[config.mk]
export PLATFORM = sky130hd
export DESIGN_NAME = base64_stream_decoder
export DESIGN_NICKNAME = d
export VERILOG_FILES = /design/src/rtl/core/b64d_pkg.sv /design/src/rtl/core/b64d_front.sv /design/src/rtl/core/b64d_queue.sv /design/src/rtl/core/b64d_back.sv /design/src/rtl/core/base64_stream_decoder.sv
export SDC_FILE = /design/constraint.sdc
export NUM_CORES = 1
export LEC_CHECK = 0
export ABC_CLOCK_PERIOD_IN_PS = 4850
export BUFFER_PORTS_ARGS = -buffer_cell sky130_fd_sc_hd__clkbuf_2
export CAP_MARGIN = 20
export CORE_ASPECT_RATIO = 1.2
export CORE_UTILIZATION = 55
export CTS_CLUSTER_DIAMETER = 40
export DETAILED_ROUTE_END_ITERATION = 7
export PLACE_DENSITY = 0.81
export SYNTH_ARGS = -nofsm -noshare
export SYNTH_HDL_FRONTEND = slang
export SYNTH_HIERARCHICAL = 1
export SYNTH_SLANG_ARGS = --single-unit
[constraint.sdc]
create_clock -name clock -period 4.85 [get_ports clock]
set_clock_uncertainty 0.15 [all_clocks]
set_input_delay 0.2425 -clock clock [delete_from_list [all_inputs] [get_ports clock]]
set_output_delay 0.2425 -clock clock [all_outputs]
set_load 0.03 [all_outputs]
[src/rtl/core/b64d_pkg.sv]
// Shared types, constants and helpers for the base64 stream decoder.
// No dependencies; imported by every module of the decoder.
package b64d_pkg;

   // Width of the internal saturating byte counter
   localparam int LENGTH_BITS = 24;
   // Width of the decoded length field on the result channel
   localparam int DLEN_W      = 24;
   // Entries in the queue between front and back
   localparam int QUEUE_DEPTH = 2;
   localparam int QPTR_W      = (QUEUE_DEPTH > 1) ? $clog2(QUEUE_DEPTH) : 1;
   localparam int QCNT_W      = $clog2(QUEUE_DEPTH + 1);

   // Stop reasons as carried on the end marker
   localparam logic [1:0] STOP_NONE = 2'd0;
   localparam logic [1:0] STOP_PAD  = 2'd1;
   localparam logic [1:0] STOP_BAD  = 2'd2;

   // Result kinds
   localparam logic KIND_DATA = 1'b0;
   localparam logic KIND_END  = 1'b1;

   // Character classes
   typedef enum logic [1:0] {
      CC_ALPHA,
      CC_PAD,
      CC_BAD
   } char_class_type;

   typedef struct packed {
      char_class_type cls;
      logic [5:0]     value;
   } sextet_type;

   // Three decoded bytes, index 0 is the first out
   typedef logic [2:0][7:0] bytes_type;

   // One unit of work passed from front to back
   typedef struct packed {
      logic [1:0]        n_bytes;
      bytes_type         bytes;
      logic              has_end;
      logic [DLEN_W-1:0] length;
      logic [1:0]        reason;
   } job_type;

   // Map one character onto its sextet and class
   function automatic sextet_type sextet_of(input logic [7:0] c);
      sextet_type r;
      r.cls   = CC_BAD;
      r.value = 6'd0;
      if (c >= 8'h41 && c <= 8'h5a) begin
         r.cls   = CC_ALPHA;
         r.value = 6'(c - 8'h41);
      end else if (c >= 8'h61 && c <= 8'h7a) begin
         r.cls   = CC_ALPHA;
         r.value = 6'(c - 8'h61 + 8'd26);
      end else if (c >= 8'h30 && c <= 8'h39) begin
         r.cls   = CC_ALPHA;
         r.value = 6'(c - 8'h30 + 8'd52);
      end else if (c == 8'h2b) begin
         r.cls   = CC_ALPHA;
         r.value = 6'd62;
      end else if (c == 8'h2f) begin
         r.cls   = CC_ALPHA;
         r.value = 6'd63;
      end else if (c == 8'h3d) begin
         r.cls   = CC_PAD;
      end
      return r;
   endfunction

   // Four sextets to three bytes
   function automatic bytes_type decode4(input logic [5:0] s0, input logic [5:0] s1,
                                         input logic [5:0] s2, input logic [5:0] s3);
      bytes_type b;
      b[0] = {s0, s1[5:4]};
      b[1] = {s1[3:0], s2[5:2]};
      b[2] = {s2[1:0], s3};
      return b;
   endfunction

endpackage

[src/rtl/core/b64d_front.sv]
// Front end: takes characters, classifies them, keeps the group and count state
// and hands one job per productive character to the queue. Uses b64d_pkg.
module b64d_front (
   input  logic             clock,
   input  logic             reset,
   input  logic             req_tvalid,
   output logic             req_tready,
   input  logic [7:0]       req_tdata,   // [7:0] in_char
   input  logic             req_tlast,
   input  logic             q_full,
   output logic             q_push,
   output b64d_pkg::job_type q_job
);
   import b64d_pkg::*;

   logic [1:0]             gc_ff, gc_in;
   logic [17:0]            hold_ff, hold_in;
   logic [1:0]             stopped_ff, stopped_in;
   logic [LENGTH_BITS-1:0] total_ff, total_in;

   sextet_type             sx;
   logic                   accept;
   logic [1:0]             gc1;
   logic [17:0]            hold1;
   logic [1:0]             stop1;
   logic [1:0]             n_bytes;
   bytes_type              bytes;
   logic [LENGTH_BITS:0]   sum;
   logic [LENGTH_BITS-1:0] sat_total;

   assign req_tready = !q_full;
   assign accept     = req_tvalid && req_tready;
   assign sx         = sextet_of(req_tdata);

   // Group assembly, stop detection and the flush of a partial group
   always_comb begin
      gc1     = gc_ff;
      hold1   = hold_ff;
      stop1   = stopped_ff;
      n_bytes = 2'd0;
      bytes   = '0;
      if (stopped_ff == STOP_NONE) begin
         case (sx.cls)
            CC_PAD: stop1 = STOP_PAD;
            CC_BAD: stop1 = STOP_BAD;
            default: begin
               if (gc_ff == 2'd3) begin
                  bytes   = decode4(hold_ff[17:12], hold_ff[11:6], hold_ff[5:0], sx.value);
                  n_bytes = 2'd3;
                  gc1     = 2'd0;
                  hold1   = '0;
               end else begin
                  hold1 = {hold_ff[11:0], sx.value};
                  gc1   = gc_ff + 2'd1;
               end
            end
         endcase
      end
      // partial group zero-filled on the last word
      if (req_tlast && gc1 == 2'd2) begin
         bytes   = decode4(hold1[11:6], hold1[5:0], 6'd0, 6'd0);
         n_bytes = 2'd1;
      end else if (req_tlast && gc1 == 2'd3) begin
         bytes   = decode4(hold1[17:12], hold1[11:6], hold1[5:0], 6'd0);
         n_bytes = 2'd2;
      end
   end

   // Saturating byte count
   assign sum       = {1'b0, total_ff} + (LENGTH_BITS + 1)'(n_bytes);
   assign sat_total = sum[LENGTH_BITS] ? {LENGTH_BITS{1'b1}} : sum[LENGTH_BITS-1:0];

   // Job to the back end
   assign q_push         = accept && (n_bytes != 2'd0 || req_tlast);
   assign q_job.n_bytes  = n_bytes;
   assign q_job.bytes    = bytes;
   assign q_job.has_end  = req_tlast;
   assign q_job.length   = DLEN_W'(sat_total);
   assign q_job.reason   = stop1;

   // Next state: back to reset values after the last word
   always_comb begin
      gc_in      = gc_ff;
      hold_in    = hold_ff;
      stopped_in = stopped_ff;
      total_in   = total_ff;
      if (accept) begin
         if (req_tlast) begin
            gc_in      = 2'd0;
            hold_in    = '0;
            stopped_in = STOP_NONE;
            total_in   = '0;
         end else begin
            gc_in      = gc1;
            hold_in    = hold1;
            stopped_in = stop1;
            total_in   = sat_total;
         end
      end
   end

   always_ff @(posedge clock) begin
      if (reset) begin
         gc_ff      <= 2'd0;
         hold_ff    <= '0;
         stopped_ff <= STOP_NONE;
         total_ff   <= '0;
      end else begin
         gc_ff      <= gc_in;
         hold_ff    <= hold_in;
         stopped_ff <= stopped_in;
         total_ff   <= total_in;
      end
   end

`ifndef ASSERT_OFF
   // message state is cleared after the last word
   a_clear_after_last: assert property (@(posedge clock) disable iff (reset)
      accept && req_tlast |=> gc_ff == 2'd0 && stopped_ff == STOP_NONE && total_ff == '0)
      else $error("front state not cleared after last word");

   // a stop persists until the message ends
   a_stop_sticky: assert property (@(posedge clock) disable iff (reset)
      stopped_ff != STOP_NONE && !(accept && req_tlast) |=> stopped_ff == $past(stopped_ff))
      else $error("stop reason changed mid-message");
`endif

endmodule

[src/rtl/core/b64d_queue.sv]
// Short job queue between the front and back ends of the decoder.
// Uses b64d_pkg for the job type and depth.
module b64d_queue (
   input  logic             clock,
   input  logic             reset,
   input  logic             push,
   input  b64d_pkg::job_type push_job,
   output logic             full,
   input  logic             pop,
   output logic             not_empty,
   output b64d_pkg::job_type pop_job
);
   import b64d_pkg::*;

   job_type             slot_ff [QUEUE_DEPTH];
   logic [QPTR_W-1:0]   wr_ptr_ff, wr_ptr_in;
   logic [QPTR_W-1:0]   rd_ptr_ff, rd_ptr_in;
   logic [QCNT_W-1:0]   count_ff, count_in;
   logic                do_push, do_pop;

   assign full      = count_ff == QCNT_W'(QUEUE_DEPTH);
   assign not_empty = count_ff != '0;
   assign do_push   = push && !full;
   assign do_pop    = pop && not_empty;
   assign pop_job   = slot_ff[rd_ptr_ff];

   // Pointer and fill count updates
   always_comb begin
      wr_ptr_in = wr_ptr_ff;
      rd_ptr_in = rd_ptr_ff;
      count_in  = count_ff;
      if (do_push) begin
         wr_ptr_in = (wr_ptr_ff == QPTR_W'(QUEUE_DEPTH - 1)) ? '0 : wr_ptr_ff + 1'b1;
      end
      if (do_pop) begin
         rd_ptr_in = (rd_ptr_ff == QPTR_W'(QUEUE_DEPTH - 1)) ? '0 : rd_ptr_ff + 1'b1;
      end
      if (do_push && !do_pop) begin
         count_in = count_ff + 1'b1;
      end else if (do_pop && !do_push) begin
         count_in = count_ff - 1'b1;
      end
   end

   always_ff @(posedge clock) begin
      if (reset) begin
         wr_ptr_ff <= '0;
         rd_ptr_ff <= '0;
         count_ff  <= '0;
      end else begin
         wr_ptr_ff <= wr_ptr_in;
         rd_ptr_ff <= rd_ptr_in;
         count_ff  <= count_in;
      end
   end

   // Payload slots, no reset
   always_ff @(posedge clock) begin
      if (do_push) begin
         slot_ff[wr_ptr_ff] <= push_job;
      end
   end

`ifndef ASSERT_OFF
   // fill count never passes the depth
   a_count_bound: assert property (@(posedge clock) disable iff (reset)
      count_ff <= QCNT_W'(QUEUE_DEPTH))
      else $error("queue overfilled");
`endif

endmodule

[src/rtl/core/b64d_back.sv]
// Back end: unpacks each job into data words and an end marker, one word a
// cycle, holding the current word until the receiver takes it. Uses b64d_pkg.
module b64d_back (
   input  logic             clock,
   input  logic             reset,
   input  logic             q_not_empty,
   input  b64d_pkg::job_type q_job,
   output logic             q_pop,
   output logic             rsp_tvalid,
   input  logic             rsp_tready,
   output logic [39:0]      rsp_tdata,   // [7:0] data_byte, [31:8] decoded_length,
                                         // [33:32] stop_reason, rest zero
   output logic             rsp_tuser,   // [0] kind
   output logic             rsp_tlast    // end_of_run
);
   import b64d_pkg::*;

   job_type     job_ff, job_in;
   logic        valid_ff, valid_in;
   logic [1:0]  idx_ff, idx_in;

   logic [2:0]  total;
   logic        is_data;
   logic        is_last;
   logic        fire;
   logic        load;

   assign total   = {1'b0, job_ff.n_bytes} + {2'b00, job_ff.has_end};
   assign is_data = idx_ff < job_ff.n_bytes;
   assign is_last = {1'b0, idx_ff} == total - 3'd1;
   assign fire    = valid_ff && rsp_tready;
   assign load    = (!valid_ff || (fire && is_last)) && q_not_empty;
   assign q_pop   = load;

   // Word sequencing within a job
   always_comb begin
      job_in   = job_ff;
      valid_in = valid_ff;
      idx_in   = idx_ff;
      if (load) begin
         job_in   = q_job;
         valid_in = 1'b1;
         idx_in   = 2'd0;
      end else if (fire && is_last) begin
         valid_in = 1'b0;
      end else if (fire) begin
         idx_in = idx_ff + 2'd1;
      end
   end

   always_ff @(posedge clock) begin
      if (reset) begin
         valid_ff <= 1'b0;
         idx_ff   <= 2'd0;
      end else begin
         valid_ff <= valid_in;
         idx_ff   <= idx_in;
      end
   end

   always_ff @(posedge clock) begin
      job_ff <= job_in;
   end

   // Result word fields
   assign rsp_tvalid        = valid_ff;
   assign rsp_tuser         = is_data ? KIND_DATA : KIND_END;
   assign rsp_tlast         = is_last;
   assign rsp_tdata[7:0]    = is_data ? job_ff.bytes[idx_ff] : 8'd0;
   assign rsp_tdata[31:8]   = is_data ? '0 : job_ff.length;
   assign rsp_tdata[33:32]  = is_data ? STOP_NONE : job_ff.reason;
   assign rsp_tdata[39:34]  = '0;

`ifndef ASSERT_OFF
   // a held job always has words left
   a_job_nonempty: assert property (@(posedge clock) disable iff (reset)
      valid_ff |-> total != 3'd0 && {1'b0, idx_ff} < total)
      else $error("word index beyond job");

   // the end marker only ever closes a job
   a_end_is_last: assert property (@(posedge clock) disable iff (reset)
      valid_ff && !is_data |-> is_last)
      else $error("end marker not last word of job");
`endif

endmodule

[src/rtl/core/base64_stream_decoder.sv]
// Base64 stream decoder: characters in on the req_ channel, one per word with
// tlast closing a message; decoded bytes and an end marker out on rsp_.
// rsp_tuser is the kind (0 data byte, 1 end marker); rsp_tlast marks the last
// word caused by one input character. The end marker carries the message's
// saturating byte count and the stop reason ('=' or an invalid character).
// A character is taken every cycle while the two-entry job queue has room.
// A job passes through a queue slot and then the output register before its
// first result word leaves.
// The output side sends one word a cycle while the receiver is ready, so a character
// completing a group occupies it for three words, or four on a final character with a marker;
// that single result port sets the sustained rate.
// If the receiver stalls, the output word holds, the queue fills and req_tready
// falls until room frees up.
// Reset (synchronous, active high) empties the queue and clears the group,
// stop and count state; no clearing pass is needed.
// Depends on b64d_pkg, b64d_front, b64d_queue and b64d_back.
module base64_stream_decoder (
   input  logic        clock,
   input  logic        reset,
   input  logic        req_tvalid,
   output logic        req_tready,
   input  logic [7:0]  req_tdata,   // [7:0] in_char
   input  logic        req_tlast,   // last
   output logic        rsp_tvalid,
   input  logic        rsp_tready,
   output logic [39:0] rsp_tdata,   // [7:0] data_byte, [31:8] decoded_length,
                                    // [33:32] stop_reason, rest zero
   output logic        rsp_tuser,   // [0] kind
   output logic        rsp_tlast    // end_of_run
);
   import b64d_pkg::*;

   logic    q_full;
   logic    q_push;
   logic    q_pop;
   logic    q_not_empty;
   job_type push_job;
   job_type pop_job;

   b64d_front u_front (
      .clock      (clock),
      .reset      (reset),
      .req_tvalid (req_tvalid),
      .req_tready (req_tready),
      .req_tdata  (req_tdata),
      .req_tlast  (req_tlast),
      .q_full     (q_full),
      .q_push     (q_push),
      .q_job      (push_job)
   );

   b64d_queue u_queue (
      .clock     (clock),
      .reset     (reset),
      .push      (q_push),
      .push_job  (push_job),
      .full      (q_full),
      .pop       (q_pop),
      .not_empty (q_not_empty),
      .pop_job   (pop_job)
   );

   b64d_back u_back (
      .clock       (clock),
      .reset       (reset),
      .q_not_empty (q_not_empty),
      .q_job       (pop_job),
      .q_pop       (q_pop),
      .rsp_tvalid  (rsp_tvalid),
      .rsp_tready  (rsp_tready),
      .rsp_tdata   (rsp_tdata),
      .rsp_tuser   (rsp_tuser),
      .rsp_tlast   (rsp_tlast)
   );

endmodule

* Word-level counts from Yosys, hierarchy flattened
Memory sizes are Yosys's and may differ from the RTL's. A register that Yosys moved wholly into a read port is not among the register bits.
Cells that the tools add are included.
** Storage, ports and cells
- Bits of input ports :: 13
- Register bits after elaboration :: 53
- RAM bits :: 106
- Output and inout bits :: 44
- Logic and storage cells :: 115
- Memories kept :: 1
** Memories
- u_queue.slot_ff :: words 2, width 53, read ports 1, clocked after memory_dff 1, write ports 1, RTL line b64d_queue.sv:15 : job_type slot_ff [QUEUE_DEPTH];
** Cells by class
- Bitwise logic cells :: 1
- Order comparisons :: 8
- Mux-type cells :: 44
- Reductions and logical operators :: 28
- Add/sub/neg operators :: 14
- Equality and inequality tests :: 10
** Operators with widths (count)
- 24-bit two-way mux :: 8
- 18-bit two-way mux :: 4
- 8-bit two-way mux :: 6
- 2-bit two-way mux :: 16
- 24-bit by 2-bit adder with 25-bit output :: 1
- 8-bit by 6-bit == test with 1-bit output (second input constant) :: 3
- 8-bit binary-select mux with 2-bit select :: 1
- 8-bit by 7-bit >= comparator with 1-bit output (second input constant) :: 2
- 8-bit by 7-bit less-or-equal comparator with 1-bit output (second input constant) :: 2
- 1-bit logical AND :: 14
- 6-bit subtractor (second input constant) :: 2
- 2-bit == test (second input constant) :: 5
- 8-bit by 6-bit >= comparator with 1-bit output (second input constant) :: 1
- 8-bit by 6-bit less-or-equal comparator with 1-bit output (second input constant) :: 1
- 2-bit nonzero test :: 4
- 1-bit two-way mux :: 7
- 2-bit by 1-bit adder with 2-bit output (second input constant) :: 3
- 6-bit by 5-bit adder with 6-bit output (second input constant) :: 1
- 6-bit adder (second input constant) :: 1
- 6-bit two-way mux :: 1
- 6-bit by 1-bit subtractor with 6-bit output (second input constant) :: 1
- 1-bit logical NOT :: 4
- 2-bit case mux with 2 select lines :: 1
- 2-bit OR reduction :: 2
- 12 further kinds :: 14

* Logic depth before layout (Yosys ltp)
Gate-level depths: netlist of run 1.
- Depth in word-level cells :: 23
- Mapped depth :: 24
- Mapped depth without buffers :: 22

* Cells and area by module
The synthesis of run 1 kept the hierarchy.
** By module, submodules not included
- b64d_queue :: instances 1, cells an instance 190, sequential area each 3283.1 um^2, area an instance 4037.6 um^2
- b64d_front :: instances 1, cells an instance 540, sequential area each 920.9 um^2, area an instance 3806.2 um^2
- b64d_back :: instances 1, cells an instance 159, sequential area each 1651.6 um^2, area an instance 2412.3 um^2

* Least setup slack after synthesis of run 1
OpenSTA, ideal clock, no wires.
- Kind :: input to register
- Start :: in req_tdata[2]
- End :: mem u_queue/slot_ff[0][20] (netlist name), data pin
- Stages :: 23
- Library setup time :: 262 ps
- Data required time :: 4438 ps
- Buffers on the path :: 2
- Path slack :: -179 ps
- Data arrival time :: 4617 ps
- Cells stage by stage :: buf_2 -> inv_1 -> ha_1 -> a21o_1 -> a31oi_1 -> nand3_1 -> nand2_1 -> or3_1 -> nor2_1 -> ha_1 -> or3b_1 -> nand2_1 -> o32a_1 -> clkbuf_1 -> nand2_1 -> ha_1 -> inv_1 -> fa_1 -> nand4b_2 -> nor3_4 -> and3_4 -> nand2_1 -> mux2_2
** RTL lines
- start: declaration :: RTL line base64_stream_decoder.sv:22 : input logic [7:0] req_tdata,
- end: declaration :: RTL line b64d_queue.sv:15

==> impl_metrics.tcl, run 1 <==
set metrics [dict create \
    outcome "finished, final reports clean" \
    num_rows 54 \
    first_global_vias 6868 \
    drt-vias-per-instance 5.897 \
    rsz0062_at_grt "false" \
    finalCritPeriodShare_pct 91.08 \
    dieArea_mm2 0.01920 \
    numCtsBuffers 24 \
    wirelength_um 20900 \
    finalMaxSlewViolations 0 \
    drc 0 \
    vias 7029 \
    port_buffers 50 \
    syn-cell-area_mm2 0.01026 \
    yosysSeqAreaShare_pct 57.09 \
    detail-route-antenna-nets 0 \
    htree_levels 1 \
    hold_violations 0 \
    cp_num_buf_inv 2 \
    cts_root_buf "clkbuf_16" \
    initial_utilization_pct 56.22 \
    dieWidth_um 126.7 \
    ys.flop_type "edfxtp_1" \
    grt_max_degree 56 \
    ioPinCount 57 \
    crit_family "simple AND/OR/NAND/NOR gates" \
    core-area_mm2 0.01824 \
    tritoncts "done" \
    slowest_delay_ns 0.41 \
    power_mw 5.856 \
    gp_congestion 0.9031 \
    syn_avg_cell_area_um2 11.54 \
    diodes 0 \
    synth_edf_count 159 \
    yosys_register_bits 213 \
    hpwl_um 13390 \
    antenna_found_initial 1 \
    dp_cells 1148 \
    yosys_warnings 6 \
    synthesis.instances 889 \
    period_needed_ns 4.417 \
    cts.sinks 213 \
    cp-start-kind "input pin" \
    layout-drive-gt1-share_pct 21.90 \
    wl_per_cell_um 17.53 \
    arrival_ns 4.51 \
    p_leak_nw 4.179 \
    die-height_um 151.6 \
    synth.distinct_cells 83 \
    fin_area_mm2 0.01159 \
    slew_headroom_pct 31.68 \
    async_reset_ff_share_pct 0 \
    setup_violations 0 \
    worst_pin_slew_ns 1.016 \
    area_growth_pct 12.97 \
    cap_viol_max_count 0 \
    hold_path.class "in -> reg" \
    path_class "in -> reg" \
    track_usage_pct 22.15 \
    fin_cells 1192 \
    cts_setup_buffers 0 \
    path_max_fanout 9 \
    cts.path.max_buffers 3 \
    power.density_mw_per_mm2 505.4 \
    cp_data_required_time_ns 4.94 \
    clk-insertion-delay-late_ns 0.50 \
    cpMaxStageDelayCell "nor3b_2" \
    grt_pass1_wl_um 33780 \
    worstPathCellList "clkbuf_2 > ha_1 > a21o_1 > a31oi_1 > nand3_1 > nand2_1 > or3_1 > nor2_1 > ha_1 > or3b_1 > nand2_1 > o32a_1 > nand2_1 > ha_1 > inv_1 > fa_2 > nor3b_2 > nand4_2 > nor4b_1 > nor2_1" \
    grt-ovfl-total 0 \
    vdd_drop_max_uv 367.2 \
    final_nets 983 \
    clkTransAtPathRegs_ns 0.06 \
    firstDrtPassIters 6 \
    endpoint_kind "register" \
    placed_area_mm2 0.01081 \
    max_freq_ghz 0.2264 \
    drtIter0Drc 699 \
]
[synth_stat cells, types with 7 or more instances]
cell / count / share of area (%)
ha_1: 18 / 2.2
and2_1: 31 / 1.9
o21ai_0: 34 / 1.7
edfxtp_1: 159 / 47
buf_2: 11 / 0.54
nand3_1: 15 / 0.73
nor3b_1: 8 / 0.59
nor2b_1: 8 / 0.49
dfxtp_1: 54 / 11
nor2_1: 68 / 2.5
inv_1: 31 / 1.1
a21o_1: 8 / 0.59
xnor2_1: 12 / 1.0
clkbuf_1: 19 / 0.70
nor3_1: 24 / 1.2
a21oi_1: 64 / 3.1
or2_1: 8 / 0.49
mux2_2: 54 / 5.9
buf_4: 10 / 0.73
o21ai_1: 7 / 0.34
xor2_1: 11 / 0.94
mux2i_1: 9 / 0.88
a21oi_2: 9 / 0.77
nand2_1: 82 / 3.0
a311oi_1: 11 / 0.94
nand4_1: 7 / 0.43
[cell usage in the layout, fill, tap and decap left out, drive strengths merged, types with 9 or more instances in the layout]
cell type	netlist	layout
edfxtp	159	159
nand2	83	83
clkbuf	19	82
a21oi	73	73
nor2	70	70
mux2	54	54
dfxtp	54	54
o21ai	41	41
inv	31	37
and2	32	32
buf	31	30
nor3	26	26
ha	18	18
nand3	18	18
xnor2	13	13
xor2	11	11
a311oi	11	11
or2	11	11
nor3b	10	10
mux2i	9	9
nor2b	9	9
a21o	9	9
nand4	9	9
[sequential cells by signal (all words and copies together) (netlist names), named ones only]
signal / flops
u_back/idx_ff: 2
u_back/job_ff: 53
u_back/rsp_tvalid: 1
u_front/gc_ff: 2
u_front/hold_ff: 18
u_front/stopped_ff: 2
u_front/total_ff: 24
u_queue/count_ff: 2
u_queue/rd_ptr_ff: 1
u_queue/slot_ff: 106
u_queue/wr_ptr_ff: 1
[worst paths after layout]
path / depth (start not counted) / to / start / slack (ns)
setup / recovery: 20 / u_queue/slot_ff[1][24] / req_tdata[3] / 0.43
hold / removal: 4 / u_front/hold_ff[3] / req_tdata[3] / 0.17
setup reg to reg: 11 / u_queue/slot_ff[1][24] / u_front/gc_ff[0] / 0.89
hold reg to reg: 2 / u_front/hold_ff[11] / u_front/hold_ff[11] / 0.33
[worst register-to-register path: stages (launching register included)]
cell,delay (ns)
dfxtp_1,0.59
ha_1,0.62
o21ai_0,0.19
o32a_1,0.23
nand2_1,0.11
ha_1,0.19
inv_1,0.06
fa_2,0.39
nor3b_2,0.41
nand4_2,0.27
nor4b_1,0.41
nor2_1,0.10
[power by group]
part           internal (mW)  switching (mW)
clock network          0.996           0.727
registers               2.41           0.105
logic                  0.532            1.09
[timing repair]
| item | CTS | global route |
|---|---|---|
| hold endpoints to repair | 1 | 0 |
| endpoints found under the setup margin | 0 | 0 |
| resized for setup | 0 | 0 |
| hold buffers | 1 | 0 |
[logic make-up after synthesis]
logic type / Yosys count / share of synthesized area, %
xor+xnor: 24 / 2.123
fa+ha+maj: 19 / 2.391
compound gates: 190 / 12.21
mux: 63 / 6.807
buf+inv: 81 / 3.904
flops: 213 / 57.09
other cells: 1 / 0.03656
simple gates: 298 / 15.43
[layout make-up]
cell class              count  area [um2]
inverters                  31       116.4
well taps                 224       280.3
repair buffers             81       535.5
multi-input cells         600        4031
clock buffers              32       671.9
clock inverters            11       93.84
flip-flops and latches    213        5857
fillers                  1370        6656
[per-layer routing]
layer | part of all wire, % | GRT usage, % | vias to the layer above | routed length [um]
met5 | 0 | 0 | - | 0
met4 | 2.2 | 7.679 | 0 | 457
met3 | 5.4 | 2.669 | 38 | 1129
met2 | 49 | 38.29 | 249 | 10250
met1 | 43 | 29.08 | 3370 | 9062
li1 | - | - | 3372 | -
[metrics by stage]
stage,worst slack [ns],util (%),setup TNS (ns),hold slack [ns]
after detailed placement,-0.02155,59.26,-0.05417,0.3219
after global placement,0.1215,59.26,0,0.3110
after floorplan,0.07235,-,0,0.1616
final,0.4327,63.51,0,0.1736
after global routing,0.1132,63.51,0,0.2140
after CTS,0.4586,63.51,0,0.1650
Note: power is estimated with default switching activity, not from simulation.
==> inputs of run 2 (changes only) <==
PLACE_DENSITY = 0.86   (was 0.81)
==> run 2 against run 1 <==
Against the previous run: total power grew 0.46%; cell area shrank 0.28%; critical path depth grew 2; global-route usage grew 1.2 points; die area is the same; setup slack lost 0.10 ns; largest cell class unchanged; highest routed layer unchanged.
==> impl_metrics.tcl, run 2 (synthesized netlist as in run 1, its figures left out) <==
set metrics [dict create \
    cp_num_buf_inv 3 \
    cts.path.max_buffers 3 \
    postCtsResizedCells 0 \
    cts_setup_buffers 0 \
    dieArea_mm2 0.01920 \
    ioPinCount 57 \
    clkPwrFrac_pct 29.9 \
    max_freq_ghz 0.2213 \
    cts.sinks 213 \
    slowest_delay_ns 0.52 \
    rsz0062_at_grt "false" \
    grt_max_degree 56 \
    endpoint_kind "register" \
    finish.utilization_pct 63.33 \
    cp_data_required_time_ns 5.05 \
    power.density_mw_per_mm2 509.2 \
    drc 0 \
    rrSetupSlack_ns 1.33 \
    power_frac_seq_pct 42.8 \
    initial_utilization_pct 56.22 \
    area_growth_pct 12.65 \
    gp_congestion 0.9210 \
    mostFrequentLayoutCell "edfxtp_1" \
    drtIter0Drc 776 \
    vias 7275 \
    worstPathCellList "clkbuf_2 > inv_1 > ha_1 > a21o_1 > a31oi_1 > nand3_1 > nand2_1 > or3_1 > nor2_1 > ha_1 > or3b_1 > nand2_1 > o32a_1 > nand2_1 > ha_1 > inv_1 > fa_2 > nor3b_2 > nand4_2 > nor4b_1 > o21a_1 > nor3_1" \
    power_switching_mw 1.894 \
    tns_ns 0 \
    diodes 0 \
    die-height_um 151.6 \
    finalMaxSlewViolations 0 \
    port_buffers 50 \
    final_nets 981 \
    clk-insertion-delay-late_ns 0.51 \
    htree_levels 1 \
    setup_violations 0 \
    path_max_fanout 6 \
    p_leak_nw 4.171 \
    period_needed_ns 4.518 \
    reg_top3 "u_queue/slot_ff: 106 flops, u_back/job_ff: 53 flops, u_front/total_ff: 24 flops" \
    track_usage_pct 23.32 \
    tritoncts "done" \
    path_class "in -> reg" \
    hpwl_um 13870 \
    first_global_vias 7180 \
    grt-ovfl-total 0 \
    reg2reg_depth 12 \
    crit_family "simple AND/OR/NAND/NOR gates" \
    worst_pin_slew_ns 1.112 \
    largest_register_ffs 106 \
    fill_cells 1324 \
    finalCritPeriodShare_pct 93.15 \
    switching_share_pct 32.19 \
    wirelength_um 22310 \
    dieWidth_um 126.7 \
    hold_path_depth 4 \
    cts_root_buf "clkbuf_16" \
    num_rows 54 \
    postCtsHoldBufs 1 \
    layout-drive-gt1-share_pct 21.66 \
    cap_viol_max_count 0 \
    vdd_drop_max_uv 267.8 \
    outcome "finished, final reports clean" \
    arrival_ns 4.71 \
    mostFrequentLayoutCells "edfxtp_1, nand2_1, nor2_1, a21oi_1, mux2_2" \
    holdWs_ns 0.1207 \
    clkTransAtPathRegs_ns 0.07 \
    cpMaxStageDelayCell "nor4b_1" \
    regMostFlops "u_queue/slot_ff" \
    firstDrtPassIters 6 \
    grt_pass1_wl_um 35560 \
    wl_per_cell_um 18.77 \
    antenna_found_initial 0 \
    detail-route-antenna-nets 0 \
    core-area_mm2 0.01824 \
    comb_power_share_pct 27.2 \
    cp-start-kind "input pin" \
    drt-vias-per-instance 6.119 \
    slew_headroom_pct 25.20 \
    numCtsBuffers 22 \
    p_int_mw 3.990 \
    hold_path.class "in -> reg" \
    crit_cells 22 \
    hold_violations 0 \
]
[run 2: changes by cell type in the layout (fill, tap and decap cells not counted)]
cell | previous run | this run
buf_12 | 4 | 1
buf_4 | 26 | 28
buf_6 | 0 | 1
bufinv_16 | 0 | 3
clkbuf_1 | 5 | 4
clkbuf_16 | 25 | 23
clkbuf_8 | 2 | 1
clkinv_1 | 0 | 1
clkinv_4 | 1 | 3
clkinvlp_4 | 2 | 1
inv_12 | 0 | 1
inv_6 | 3 | 1
inv_8 | 3 | 0
[run 2: worst register-to-register path, stage by stage (launching register included)]
cell and delay, ns:
dfxtp_1 0.56, ha_1 0.25, o21ai_0 0.09, o32a_1 0.21
nand2_1 0.10, ha_1 0.16, inv_1 0.06, fa_2 0.38
nor3b_2 0.38, nand4_2 0.26, nor4b_1 0.52, o21a_1 0.20
nor3_1 0.06
[run 2: power by group through the flow]
stage	sequential, mW	combinational (mW)	clock, mW
2_1_floorplan	2.53	1.24	0
3_3_place_gp	2.54	1.56	0
3_5_place_dp	2.56	1.60	0
4_1_cts	2.53	1.62	1.79
5_1_grt	2.55	1.73	1.85
6_report	2.52	1.60	1.76
[run 2: final timing paths]
path                                    startpoint                   end
worst max register to register    u_front/gc_ff[0]  u_front/total_ff[22]
worst min register to register  u_front/hold_ff[9]    u_front/hold_ff[9]
worst max-delay path                  req_tdata[2]  u_front/total_ff[22]
worst min-delay path                     req_tlast   u_front/total_ff[5]
[run 2: per-stage QoR]
step / setup slack (ns) / cell area, um2 / total power [mW] / cells
4_1_cts: 0.4140 / 11550 / 5.932 / 1189
2_1_floorplan: 0.07235 / 10290 / 3.773 / 894
5_1_grt: 0.03816 / 11550 / 6.129 / 1189
6_report: 0.3322 / 11550 / 5.883 / 1189
3_5_place_dp: 0.005114 / 10780 / 4.162 / 1148
3_3_place_gp: 0.1280 / 10770 / 4.099 / 1147
[run 2: layer usage]
metal / GRT usage, % / up-vias / part of all wire [%]
met4: 8.869 / 0 / 2.7
met5: 0 / - / 0
met1: 28.44 / 3488 / 40
met2: 42.15 / 361 / 50
li1: - / 3361 / -
met3: 3.265 / 65 / 7.4
[run 2: cell type report]
cell class | instances | area, um2 | share of cell area [%]
Sequential cell | 213 | 5857 | 50.69
Multi-Input combinational cell | 600 | 4031 | 34.89
Tap cell | 224 | 280.3 | 2.426
Timing Repair Buffer | 81 | 501.7 | 4.343
Inverter | 31 | 116.4 | 1.007
Clock inverter | 12 | 162.7 | 1.408
Clock buffer | 28 | 604.3 | 5.231
